**src/rtl/wpm_pkg.sv**
```systemverilog
`default_nettype none
package wpm_pkg;

  // Request commands
  typedef enum logic [1:0] {
    CMD_CLEAR  = 2'd0,
    CMD_APPEND = 2'd1,
    CMD_STRING = 2'd2,
    CMD_END    = 2'd3
  } cmd_e;

  localparam logic [15:0] CODE_STAR    = 16'h002A;
  localparam logic [15:0] CODE_QMARK   = 16'h003F;
  localparam logic [15:0] CODE_UPPER_A = 16'h0041;
  localparam logic [15:0] CODE_UPPER_Z = 16'h005A;
  localparam logic [15:0] CASE_OFFSET  = 16'h0020;

  // APB register map
  localparam int unsigned APB_AW = 3;
  localparam int unsigned APB_DW = 32;
  localparam logic        REG_IGNORE_CASE = 1'b0;  // index taken from paddr[2]

  typedef struct packed {
    cmd_e        command;
    logic [15:0] char_code;
  } req_t;

  typedef struct packed {
    logic matched;
    logic pattern_overflow;
  } rsp_t;

  // Pattern store control
  typedef struct packed {
    logic        clear;
    logic        append;   // append of a nonzero code
    logic [15:0] code;
  } pat_ctl_t;

  // NFA step control
  typedef struct packed {
    logic str_step;   // nonzero string char
    logic rearm;      // back to bit zero only
  } nfa_ctl_t;

  function automatic logic [15:0] fold(input logic [15:0] c, input logic ic);
    if (ic && (c >= CODE_UPPER_A) && (c <= CODE_UPPER_Z)) begin
      return c + CASE_OFFSET;
    end
    return c;
  endfunction

endpackage
`default_nettype wire

```
**src/rtl/wpm_if.sv**
```systemverilog
`default_nettype none
interface wpm_req_if;
  logic        valid;
  logic        ready;
  logic [1:0]  command;
  logic [15:0] char_code;
  modport source(output valid, command, char_code, input ready);
  modport sink(input valid, command, char_code, output ready);
endinterface

interface wpm_rsp_if;
  logic valid;
  logic ready;
  logic matched;
  logic pattern_overflow;
  modport source(output valid, matched, pattern_overflow, input ready);
  modport sink(input valid, matched, pattern_overflow, output ready);
endinterface
`default_nettype wire

```
**src/rtl/wpm_apb_regs.sv**
```systemverilog
`default_nettype none
module wpm_apb_regs
  import wpm_pkg::*;
(
  input  wire logic              clk_i,
  input  wire logic              rst_ni,
  input  wire logic              psel,
  input  wire logic              penable,
  input  wire logic              pwrite,
  input  wire logic [APB_AW-1:0] paddr,
  input  wire logic [APB_DW-1:0] pwdata,
  output logic      [APB_DW-1:0] prdata,
  output logic                   pready,
  output logic                   ignore_case_o
);

  logic ignore_case_q, ignore_case_d;
  logic sel_ic;

  assign sel_ic = (paddr[2] == REG_IGNORE_CASE);
  assign pready = 1'b1;

  always_comb begin
    ignore_case_d = ignore_case_q;
    if (psel && penable && pwrite && sel_ic) begin
      ignore_case_d = pwdata[0];
    end
  end

  always_ff @(posedge clk_i or negedge rst_ni) begin
    if (!rst_ni) begin
      ignore_case_q <= 1'b0;
    end else begin
      ignore_case_q <= ignore_case_d;
    end
  end

  assign prdata        = sel_ic ? {{(APB_DW-1){1'b0}}, ignore_case_q} : '0;
  assign ignore_case_o = ignore_case_q;

endmodule
`default_nettype wire

```
**src/rtl/wpm_pattern_store.sv**
```systemverilog
`default_nettype none
module wpm_pattern_store
  import wpm_pkg::*;
#(
  parameter int unsigned PATTERN_MAX = 32,
  parameter int unsigned LW = $clog2(PATTERN_MAX + 1)
) (
  input  wire logic                   clk_i,
  input  wire logic                   rst_ni,
  input  wire pat_ctl_t               ctl_i,
  input  wire logic [15:0]            str_code_i,
  input  wire logic                   ignore_case_i,
  output logic      [LW-1:0]          len_o,
  output logic                        full_o,
  output logic                        overflow_o,
  output logic      [PATTERN_MAX-1:0] star_mask_o,
  output logic      [PATTERN_MAX-1:0] hit_mask_o
);

  localparam int unsigned IW = (PATTERN_MAX > 1) ? $clog2(PATTERN_MAX) : 1;

  logic [15:0]   pat_q [PATTERN_MAX];
  logic [LW-1:0] len_q, len_d;
  logic          ovf_q, ovf_d;
  logic          full;
  logic [15:0]   str_fold;

  assign full = (len_q == LW'(PATTERN_MAX));

  always_comb begin
    len_d = len_q;
    ovf_d = ovf_q;
    if (ctl_i.clear) begin
      len_d = '0;
      ovf_d = 1'b0;
    end else if (ctl_i.append) begin
      if (full) begin
        ovf_d = 1'b1;
      end else begin
        len_d = len_q + LW'(1);
      end
    end
  end

  always_ff @(posedge clk_i or negedge rst_ni) begin
    if (!rst_ni) begin
      len_q <= '0;
      ovf_q <= 1'b0;
    end else begin
      len_q <= len_d;
      ovf_q <= ovf_d;
    end
  end

  // Store entries: no reset, only entries below len_q are ever used
  always_ff @(posedge clk_i) begin
    if (ctl_i.append && !ctl_i.clear && !full) begin
      pat_q[len_q[IW-1:0]] <= ctl_i.code;
    end
  end

  assign str_fold = fold(str_code_i, ignore_case_i);

  for (genvar i = 0; i < PATTERN_MAX; i++) begin : g_pos
    logic vld, is_star, is_q;
    assign vld            = (LW'(i) < len_q);
    assign is_star        = (pat_q[i] == CODE_STAR);
    assign is_q           = (pat_q[i] == CODE_QMARK);
    assign star_mask_o[i] = vld && is_star;
    assign hit_mask_o[i]  = vld && !is_star &&
                            (is_q || (fold(pat_q[i], ignore_case_i) == str_fold));
  end

  assign len_o      = len_q;
  assign full_o     = full;
  assign overflow_o = ovf_q;

endmodule
`default_nettype wire

```
**src/rtl/wpm_nfa.sv**
```systemverilog
`default_nettype none
module wpm_nfa
  import wpm_pkg::*;
#(
  parameter int unsigned PATTERN_MAX = 32,
  parameter int unsigned LW = $clog2(PATTERN_MAX + 1)
) (
  input  wire logic                   clk_i,
  input  wire logic                   rst_ni,
  input  wire nfa_ctl_t               ctl_i,
  input  wire logic [PATTERN_MAX-1:0] star_mask_i,
  input  wire logic [PATTERN_MAX-1:0] hit_mask_i,
  input  wire logic [LW-1:0]          len_i,
  output logic                        final_hit_o
);

  localparam int unsigned SW = PATTERN_MAX + 1;

  logic [SW-1:0] act_q, act_d;
  logic [SW-1:0] star_ext, gen, carry, closed, next_set;

  // Star closure as a carry chain: a set bit on a star carries into the next
  // position and keeps rippling through a run of stars.
  assign star_ext = {1'b0, star_mask_i};
  assign gen      = act_q & star_ext;
  assign carry    = (star_ext + gen) ^ star_ext ^ gen;
  assign closed   = act_q | carry;

  // Star stays put, literal or '?' moves one position up
  assign next_set = (closed & star_ext) | {closed[PATTERN_MAX-1:0] & hit_mask_i, 1'b0};

  always_comb begin
    act_d = act_q;
    if (ctl_i.rearm) begin
      act_d = SW'(1);
    end else if (ctl_i.str_step) begin
      act_d = next_set;
    end
  end

  always_ff @(posedge clk_i or negedge rst_ni) begin
    if (!rst_ni) begin
      act_q <= SW'(1);
    end else begin
      act_q <= act_d;
    end
  end

  assign final_hit_o = closed[len_i];

endmodule
`default_nettype wire

```
**src/rtl/wildcard_pattern_matcher_top.sv**
```systemverilog
`default_nettype none
// Wildcard pattern matcher: glob match of a streamed string against a stored
// pattern ('*' any run, '?' any one character).
// Channels: req_i (sink) carries command and char_code; rsp_o (source) carries
// matched and pattern_overflow, one response per end-of-string request only.
// Commands: clear pattern, append pattern char, string char, end of string.
// Code zero on append or string char is dropped with no effect.
// Config: APB-style port, register 0 (byte addr 0) is ignore_case; pready is
// tied high, writes land on the access cycle.
// Pipeline: an input register, then one pass through pattern compare, star
// closure (one carry chain of PATTERN_MAX+1 bits) and NFA update into the
// active-set and response registers.
// Order: an accepted end-of-string request passes through the input register,
// then loads the response register, which drives the response handshake.
// Throughput: one request per cycle, any mix of commands, unless stalled.
// Stall: a held response stalls the input only while an end-of-string request
// waits behind it in the input register; other requests keep flowing.
// Reset: empty pattern, no overflow, active set at position zero, ignore_case
// 0, no response pending. The pattern entries have no reset and need no pass.
module wildcard_pattern_matcher_top
  import wpm_pkg::*;
#(
  parameter int unsigned PATTERN_MAX = 32
) (
  input  wire logic              clk_i,
  input  wire logic              rst_ni,
  wpm_req_if.sink                req_i,
  wpm_rsp_if.source              rsp_o,
  input  wire logic              psel,
  input  wire logic              penable,
  input  wire logic              pwrite,
  input  wire logic [APB_AW-1:0] paddr,
  input  wire logic [APB_DW-1:0] pwdata,
  output logic      [APB_DW-1:0] prdata,
  output logic                   pready
);

  localparam int unsigned LW = $clog2(PATTERN_MAX + 1);

  // Input register
  logic     s1_vld_q, s1_vld_d;
  req_t     s1_req_q;
  logic     s1_fire, in_ready, is_end;

  // Response register
  logic     out_vld_q, out_vld_d;
  rsp_t     out_q;

  logic                   ignore_case;
  logic [LW-1:0]          pat_len;
  logic                   pat_full, pat_ovf, fin_hit;
  logic [PATTERN_MAX-1:0] star_mask, hit_mask;
  pat_ctl_t               pat_ctl;
  nfa_ctl_t               nfa_ctl;
  logic                   code_nz;

  wpm_apb_regs u_regs (
    .clk_i        (clk_i),
    .rst_ni       (rst_ni),
    .psel         (psel),
    .penable      (penable),
    .pwrite       (pwrite),
    .paddr        (paddr),
    .pwdata       (pwdata),
    .prdata       (prdata),
    .pready       (pready),
    .ignore_case_o(ignore_case)
  );

  // Only an end-of-string request needs a free response slot
  assign is_end   = (s1_req_q.command == CMD_END);
  assign s1_fire  = s1_vld_q && (!is_end || !out_vld_q || rsp_o.ready);
  assign in_ready = !s1_vld_q || s1_fire;
  assign req_i.ready = in_ready;

  always_comb begin
    s1_vld_d = s1_vld_q;
    if (in_ready) begin
      s1_vld_d = req_i.valid;
    end
  end

  always_ff @(posedge clk_i or negedge rst_ni) begin
    if (!rst_ni) begin
      s1_vld_q <= 1'b0;
    end else begin
      s1_vld_q <= s1_vld_d;
    end
  end

  always_ff @(posedge clk_i) begin
    if (in_ready && req_i.valid) begin
      s1_req_q <= '{command: cmd_e'(req_i.command), char_code: req_i.char_code};
    end
  end

  // Decode the request in the input register
  assign code_nz = (s1_req_q.char_code != '0);

  always_comb begin
    pat_ctl.clear  = s1_fire && (s1_req_q.command == CMD_CLEAR);
    pat_ctl.append = s1_fire && (s1_req_q.command == CMD_APPEND) && code_nz;
    pat_ctl.code   = s1_req_q.char_code;
    // clear, a stored append and end of string all restart the set
    nfa_ctl.rearm    = pat_ctl.clear || (pat_ctl.append && !pat_full) ||
                       (s1_fire && is_end);
    nfa_ctl.str_step = s1_fire && (s1_req_q.command == CMD_STRING) && code_nz;
  end

  wpm_pattern_store #(
    .PATTERN_MAX(PATTERN_MAX),
    .LW         (LW)
  ) u_store (
    .clk_i        (clk_i),
    .rst_ni       (rst_ni),
    .ctl_i        (pat_ctl),
    .str_code_i   (s1_req_q.char_code),
    .ignore_case_i(ignore_case),
    .len_o        (pat_len),
    .full_o       (pat_full),
    .overflow_o   (pat_ovf),
    .star_mask_o  (star_mask),
    .hit_mask_o   (hit_mask)
  );

  wpm_nfa #(
    .PATTERN_MAX(PATTERN_MAX),
    .LW         (LW)
  ) u_nfa (
    .clk_i      (clk_i),
    .rst_ni     (rst_ni),
    .ctl_i      (nfa_ctl),
    .star_mask_i(star_mask),
    .hit_mask_i (hit_mask),
    .len_i      (pat_len),
    .final_hit_o(fin_hit)
  );

  // Response register
  always_comb begin
    out_vld_d = out_vld_q;
    if (s1_fire && is_end) begin
      out_vld_d = 1'b1;
    end else if (rsp_o.ready) begin
      out_vld_d = 1'b0;
    end
  end

  always_ff @(posedge clk_i or negedge rst_ni) begin
    if (!rst_ni) begin
      out_vld_q <= 1'b0;
    end else begin
      out_vld_q <= out_vld_d;
    end
  end

  always_ff @(posedge clk_i) begin
    if (s1_fire && is_end) begin
      out_q.matched          <= fin_hit && !pat_ovf;
      out_q.pattern_overflow <= pat_ovf;
    end
  end

  assign rsp_o.valid            = out_vld_q;
  assign rsp_o.matched          = out_q.matched;
  assign rsp_o.pattern_overflow = out_q.pattern_overflow;

  // Checks
  a_no_match_on_ovf: assert property (@(posedge clk_i) disable iff (!rst_ni)
    out_vld_q |-> !(out_q.matched && out_q.pattern_overflow))
    else $error("match reported with overflowed pattern");

  a_clear_drops_ovf: assert property (@(posedge clk_i) disable iff (!rst_ni)
    pat_ctl.clear |=> (!pat_ovf && (pat_len == '0)))
    else $error("clear did not empty the pattern");

  a_len_bound: assert property (@(posedge clk_i) disable iff (!rst_ni)
    pat_len <= LW'(PATTERN_MAX))
    else $error("pattern length beyond capacity");

  a_stall_cause: assert property (@(posedge clk_i) disable iff (!rst_ni)
    !in_ready |-> (s1_vld_q && is_end && out_vld_q && !rsp_o.ready))
    else $error("input stalled without a blocked response");

endmodule
`default_nettype wire
```
**src/flat_wrapper.sv**
```systemverilog
// flat-port wrapper written by rule: the top's interface ports become plain ports
module wildcard_pattern_matcher_top_flat import wpm_pkg::*;
#(
  parameter int unsigned PATTERN_MAX = 32
)
  (clk_i, rst_ni, psel, penable, pwrite, paddr, pwdata, prdata, pready, req_i_valid, req_i_command, req_i_char_code, req_i_ready, rsp_o_valid, rsp_o_matched, rsp_o_pattern_overflow, rsp_o_ready);
  wpm_req_if req_i_i ();
  wpm_rsp_if rsp_o_i ();
  input  wire logic clk_i;
  input  wire logic rst_ni;
  input  wire logic psel;
  input  wire logic penable;
  input  wire logic pwrite;
  input  wire logic [APB_AW-1:0] paddr;
  input  wire logic [APB_DW-1:0] pwdata;
  output logic      [APB_DW-1:0] prdata;
  output logic pready;
  input wire logic [$bits(req_i_i.valid)-1:0] req_i_valid;
  input wire logic [$bits(req_i_i.command)-1:0] req_i_command;
  input wire logic [$bits(req_i_i.char_code)-1:0] req_i_char_code;
  output wire logic [$bits(req_i_i.ready)-1:0] req_i_ready;
  output wire logic [$bits(rsp_o_i.valid)-1:0] rsp_o_valid;
  output wire logic [$bits(rsp_o_i.matched)-1:0] rsp_o_matched;
  output wire logic [$bits(rsp_o_i.pattern_overflow)-1:0] rsp_o_pattern_overflow;
  input wire logic [$bits(rsp_o_i.ready)-1:0] rsp_o_ready;
  assign req_i_i.valid = req_i_valid;
  assign req_i_i.command = req_i_command;
  assign req_i_i.char_code = req_i_char_code;
  assign req_i_ready = req_i_i.ready;
  assign rsp_o_valid = rsp_o_i.valid;
  assign rsp_o_matched = rsp_o_i.matched;
  assign rsp_o_pattern_overflow = rsp_o_i.pattern_overflow;
  assign rsp_o_i.ready = rsp_o_ready;
  wildcard_pattern_matcher_top #(.PATTERN_MAX(PATTERN_MAX)) u_core (.clk_i(clk_i), .rst_ni(rst_ni), .req_i(req_i_i), .rsp_o(rsp_o_i), .psel(psel), .penable(penable), .pwrite(pwrite), .paddr(paddr), .pwdata(pwdata), .prdata(prdata), .pready(pready));
endmodule
```
**config.mk**
```make
export PLATFORM = sky130hd
export DESIGN_NAME = wildcard_pattern_matcher_top_flat
export DESIGN_NICKNAME = d
export VERILOG_FILES = /design/src/rtl/wpm_pkg.sv /design/src/rtl/wpm_if.sv /design/src/rtl/wpm_apb_regs.sv /design/src/rtl/wpm_pattern_store.sv /design/src/rtl/wpm_nfa.sv /design/src/rtl/wildcard_pattern_matcher_top.sv /design/src/flat_wrapper.sv
export SDC_FILE = /design/constraint.sdc
export NUM_CORES = 1
export LEC_CHECK = 0
export BUFFER_PORTS_ARGS = -buffer_cell sky130_fd_sc_hd__buf_2
export CAP_MARGIN = 10
export CORE_UTILIZATION = 30
export DETAILED_ROUTE_END_ITERATION = 6
export PLACE_DENSITY = 0.57
export SYNTH_ARGS = -nofsm -noshare
export SYNTH_HDL_FRONTEND = slang
export SYNTH_SLANG_ARGS = --single-unit
```
**constraint.sdc**
```tcl
create_clock -name clk_i -period 3.9 [get_ports clk_i]
set_input_delay 0.78 -clock clk_i [delete_from_list [all_inputs] [get_ports clk_i]]
set_output_delay 0.78 -clock clk_i [all_outputs]
set_load 0.005 [all_outputs]
```
After elaboration in Yosys (flattened, before gate mapping):

Memories as Yosys holds them, arrays and structs flattened.
Cells that the tools add are included.

* flip-flop bits (word level): 63
* bits in writable memories: 512
* input bits: 60
* output and inout bits: 37
* memories: 1

* add/subtract/negate cells: 35
* order comparisons: 99
* eq/ne operators: 101
* muxes and demuxes: 114
* bitwise operators: 8
* reduce and logical (&&, ||, !) cells: 260

Memories
* u_core.u_store.pat_q: depth 32, width 16, read ports 32, clocked after memory_dff 0, wr ports 1, RTL line wpm_pattern_store.sv:22 `logic [15:0] pat_q [PATTERN_MAX];`

Operators by type and width (count)
* $mux W16: 66
* $eq A16 B6 Y1 const B: 64
* $add A16 B6 Y16 const B: 33
* $ge A16 B7 Y1 const B: 33
* $le A16 B7 Y1 const B: 33
* $eq A16 B16 Y1: 32
* $logic_and A1 B1 Y1: 177
* $lt A5 B6 Y1 const A: 16
* $and A33 B32 Y33: 2
* $mux W33: 2
* $or A33 B33 Y33: 2
* $lt A4 B6 Y1 const A: 8
* $mux W1: 42
* $logic_not A1 Y1: 38
* $logic_or A1 B1 Y1: 37
* $add A32 B33 Y33: 1
* $xor A33 B32 Y33: 1
* $xor A33 B33 Y33: 1
* $and A32 B32 Y32: 1
* $lt A3 B6 Y1 const A: 4
* $mux W6: 3
* $reduce_bool A16 Y1: 1
* $lt A1 B6 Y1 const A: 2
* $lt A2 B6 Y1 const A: 2
* 11 further kinds: 16

Longest topological paths before layout:

An unclocked memory read counts as a cell.

* depth after elaboration: 13
* mapped depth: 18
* gate-level depth less buffers: 16

Modules after synthesis:

Synthesis repeated with hierarchy kept, for this count alone.

* cells, all modules: 2796
* area total of the unflattened synthesis: 31966.9 um2

By module, submodules not included
* wpm_pattern_store: instances 1, cells each 2255, area an instance 27327.5 um2
* wpm_nfa: instances 1, cells each 462, area an instance 3538.4 um2
* wildcard_pattern_matcher_top: instances 1, cells each 41, area an instance 799.5 um2
* wpm_apb_regs: instances 1, cells each 38, area an instance 301.5 um2

Worst setup path after synthesis:

OpenSTA, ideal clock, no wires.

* path type: reg-to-reg
* from: register u_core.s1_req_q (netlist bit u_core.pat_ctl[10])
* to: memory u_core.u_store.pat_q[14][0], enable pin
* arrival: 3.552 ns
* data required time: 3.491 ns
* slack: -0.062 ns
* stages on the path, launching flop included: 10
* period minus slack after synthesis: 3.962 ns
* path through: edfxtp_1 clkbuf_1 nor4_1 nand4_1 nor4_1 nor3_1 inv_1 a31oi_1 nand2_1 nor3_1

* longest elaborated chain between the ends: 6

RTL lines
* from (decl): RTL line wildcard_pattern_matcher_top.sv:42 `req_t s1_req_q;`
* from (signal assigned): RTL line wildcard_pattern_matcher_top.sv:93 `s1_req_q <= '{command: cmd_e'(req_i.command), char_code: req_i.char_code};`
* $reduce_bool A16 Y1: RTL line wildcard_pattern_matcher_top.sv:98 `assign code_nz = (s1_req_q.char_code != '0);`
* $logic_and A1 B1 Y1: RTL line wildcard_pattern_matcher_top.sv:102 `pat_ctl.append = s1_fire && (s1_req_q.command == CMD_APPEND) && code_nz;`
* $logic_and A1 B1 Y1 (2 in series): RTL line wpm_pattern_store.sv:57 `if (ctl_i.append && !ctl_i.clear && !full) begin`
* $mux W1: RTL line wpm_pattern_store.sv:57
* $mux W1 (not written as such): RTL line wpm_pattern_store.sv:58 `pat_q[len_q[IW-1:0]] <= ctl_i.code;`
* to (decl): RTL line wpm_pattern_store.sv:22

No other way between the ends.

==> reports/metrics.csv <==
metric,value,unit
most frequent cells in the layout,"edfxtp_1, buf_4, xnor2_1, xor2_1, nor2_1",
slack of the worst reg-to-reg path,-0.16,ns
final count of hold timing violations,0,
largest net degree at the start of global routing,65,
commonest register cell after synthesis,edfxtp_1,
fmax,0.246,GHz
dpl ws,-0.391,ns
CP Data Arrival Time,4.51,ns
failing checks,setup timing,
Max stage delay on crit path,0.58,ns
Num CTS Buffers,70,
DRT Pass-1 Iters,5,
synth top area cells,"edfxtp_1, xnor2_1, xor2_1, dfrtp_1, nor4_1",
Max Transition Viols Final,0,
Reg-to-Reg Start,u_core.u_store.pat_q[14][12],
total of max-cap violations,0,
CP dominant cell by count,or4_4,
"Cell Area, Synth",32300,µm²
"leading cell type in the layout, fill and taps excluded",edfxtp_1,
Filler cells,10304,
largest area contributor in the netlist,edfxtp_1,
routability cong.,0.959,
Worst Tran Pin Value,0.847,ns
Clk pwr share,43.6,%
vias in the first global route,25051,
first-pass GRT wire length,154000,µm
gr usage total,18.6,%
Final nets,3494,
Async SR Flop Fraction,7.48,%
Layout Area Growth over Synthesis,25.4,%
Syn Area/Cell,11.1,µm²
Post-synth EDFFs,532,
Seq pwr share,46.0,%
DIE HEIGHT,330,µm
count of distinct cell types in the synthesized netlist,90,
setup TNS,-0.183,ns
RSZ-0062 raised after global routing,true,
CTS Root Cell,clkbuf_16,
share of layout cells above drive strength 1,22.0,%
Sink Count,575,
Buf/Inv on CP,2,
Final WS setup,-0.164,ns
Net Sw Frac,24.3,%
"Reg clk slew, reported paths",0.06,ns
clk_skew,0.0255,ns
Top delay family on crit path,simple AND/OR/NAND/NOR gates,
H-tree depth,3,
sequential area share after synthesis,52.8,%
Iter 0 DRT Violations,2198,
initial antenna violation count,2,
io pins,97,
IO buf count,31,
YS warnings,0,
Final setup viols,2,
CTS max path bufs,3,
LEAKAGE,13.7,nW
final core utilization,38.2,%
final WL,102000,µm
cell count after synthesis,2896,
Die W,330,µm
clk_lat worst skew,0.62,ns
status,"complete, but fails checks",
CP Cell Sequence,"or4_4, or4_4, nor3_4, nand3_4, or4_4, or4_4, o221ai_4, buf_6, buf_6, a211o_1, o211a_1, nor4_2, a311oi_1",
crit end category,register,
Initial Util,30.4,%
Critical Path RT,4.34,ns
Rows,119,
CTS tree,done,
Final Cycle Share,104,%
crit path launch type,register,
die area,109000,µm²
switching pwr,0.00364,W
vias per inst,5.33,
Max transition margin,42.0,%
Ant. Diodes,0,
internal power,0.0113,W
minimum clock period,4.06,ns
drt wl/cell,21.2,µm
post-synth top area share,49.5,%
Worst IR Drop VDD,0.000331,V
Power Density,370,nW/µm²
Final HPWL DP,67400,µm
Worst Reg2Reg Path Length in Cells,13,
worst-path fanout max,3,
core footprint,106000,µm²
worst r2r dst,u_core.rsp_o.matched,
CP max-delay cell,or4_4,
Min-Delay Path Class,primary input to asynchronous set/reset pin,
"FF+latch count, synth",575,
Setup CP Type,register to register,
Detail Route Antenna Nets,0,
DR vias,25813,
Comb pwr share,10.3,%
residual overflow from global routing,0,
Post-route DRC,0,
[area by class of cell]
cell class                 instances  area (µm²)  share of cell area [%]
timing repair buffer             540        4200                    10.4
sequential                       575       17100                    42.2
tap                             1391        1740                    4.30
clock buffer                      92        1950                    4.82
multi-input combinational       2149       14900                    36.9
inverter                          59         223                   0.550
clock inverter                    36         379                   0.937
[power groups by stage]
stage / clock (W) / sequential, W / combinational [W]
6_report: 0.00654 / 0.00690 / 0.00155
5_1_grt: 0.00690 / 0.00690 / 0.00164
4_1_cts: 0.00668 / 0.00689 / 0.00153
3_5_place_dp: 0 / 0.00702 / 0.00152
3_3_place_gp: 0 / 0.00702 / 0.00151
2_1_floorplan: 0 / 0.00703 / 0.000777
[kinds of logic (layout without fill, tap and decap cells)]
family | after synthesis | count (layout) | share of synthesized area, %
adders and majority gates | 39 | 39 | 1.51
buffers and inverters | 202 | 727 | 2.75
and+or+nand+nor | 1052 | 1052 | 18.1
xor gates and xnor gates | 516 | 516 | 14.0
muxes | 13 | 13 | 0.403
other | 2 | 32 | 0.0233
DFF | 575 | 575 | 52.8
AOI/OAI and AO/OA | 497 | 497 | 10.3
[timing repair]
action | in CTS | in global routing
setup endpoints to repair | 9 | 17
hold buffers | 0 | 0
gates resized for setup | 38 | 57
buffers inserted | 7 | 10
pin swaps | 20 | 26
[flip-flops by register name, indices dropped and copies added (netlist names)]
register	flops
u_core.pat_ctl	16
u_core.rsp_o.matched	1
u_core.rsp_o.pattern_overflow	1
u_core.rsp_o.valid	1
u_core.s1_req_q	2
u_core.s1_vld_q	1
u_core.u_nfa.act_q	33
u_core.u_regs.ignore_case_o	1
u_core.u_store.len_o	6
u_core.u_store.overflow_o	1
u_core.u_store.pat_q	512
[metal layers]
metal,vias to the layer above,track usage (%),wire length (µm),share of wire (%)
met5,-,0,0,0
met4,0,5.38,2930,2.9
met3,172,2.48,5760,5.6
met2,848,29.7,46000,45
met1,12748,26.3,47700,47
li1,12045,-,-,-
[synth_stat cells (16+ instances only)]
library cell  number
nand2b_1          20
clkbuf_1          76
nand3_1           62
o21ai_0           94
or4_1             32
edfxtp_1         532
nand2_1          130
nand4_1          124
o31ai_1           20
nor4_1           165
and3_1            17
a21o_1            17
buf_1             28
dfrtp_1           42
a21oi_1          137
a31oi_1           22
buf_4             32
or2_2             18
ha_1              39
xor2_1           249
a21boi_0          16
nor2_1           216
inv_1             58
or3_1             45
xnor2_1          267
nor3_1           100
[per-stage QoR]
| stage | power [W] | instance area [µm²] | cells | hold WS, ns |
|---|---|---|---|---|
| 2_1_floorplan | 0.00781 | 32400 | 2926 | 0.448 |
| 3_3_place_gp | 0.00852 | 37600 | 4699 | 0.493 |
| 3_5_place_dp | 0.00854 | 37600 | 4699 | 0.512 |
| 4_1_cts | 0.0151 | 40200 | 4834 | 0.177 |
| 5_1_grt | 0.0154 | 40500 | 4842 | 0.204 |
| 6_report | 0.0150 | 40500 | 4842 | 0.192 |
[worst max-delay path by stage]
stage / start / to / slack, ns / depth (start not counted)
after global routing: u_core.u_store.pat_q[14][12] / u_core.rsp_o.matched / -0.32 / 13
after global placement: u_core.u_store.pat_q[1][12] / u_core.rsp_o.matched / -0.33 / 15
after CTS: u_core.u_store.pat_q[14][11] / u_core.rsp_o.matched / -0.16 / 11
after detailed placement: u_core.u_store.pat_q[11][12] / u_core.u_nfa.act_q[18] / -0.39 / 9
after floorplan: u_core.u_store.len_o[0] / u_core.rsp_o.matched / 0.004 / 16
final: u_core.u_store.pat_q[14][12] / u_core.rsp_o.matched / -0.16 / 13
Note: power is estimated with default switching activity, not from simulation.
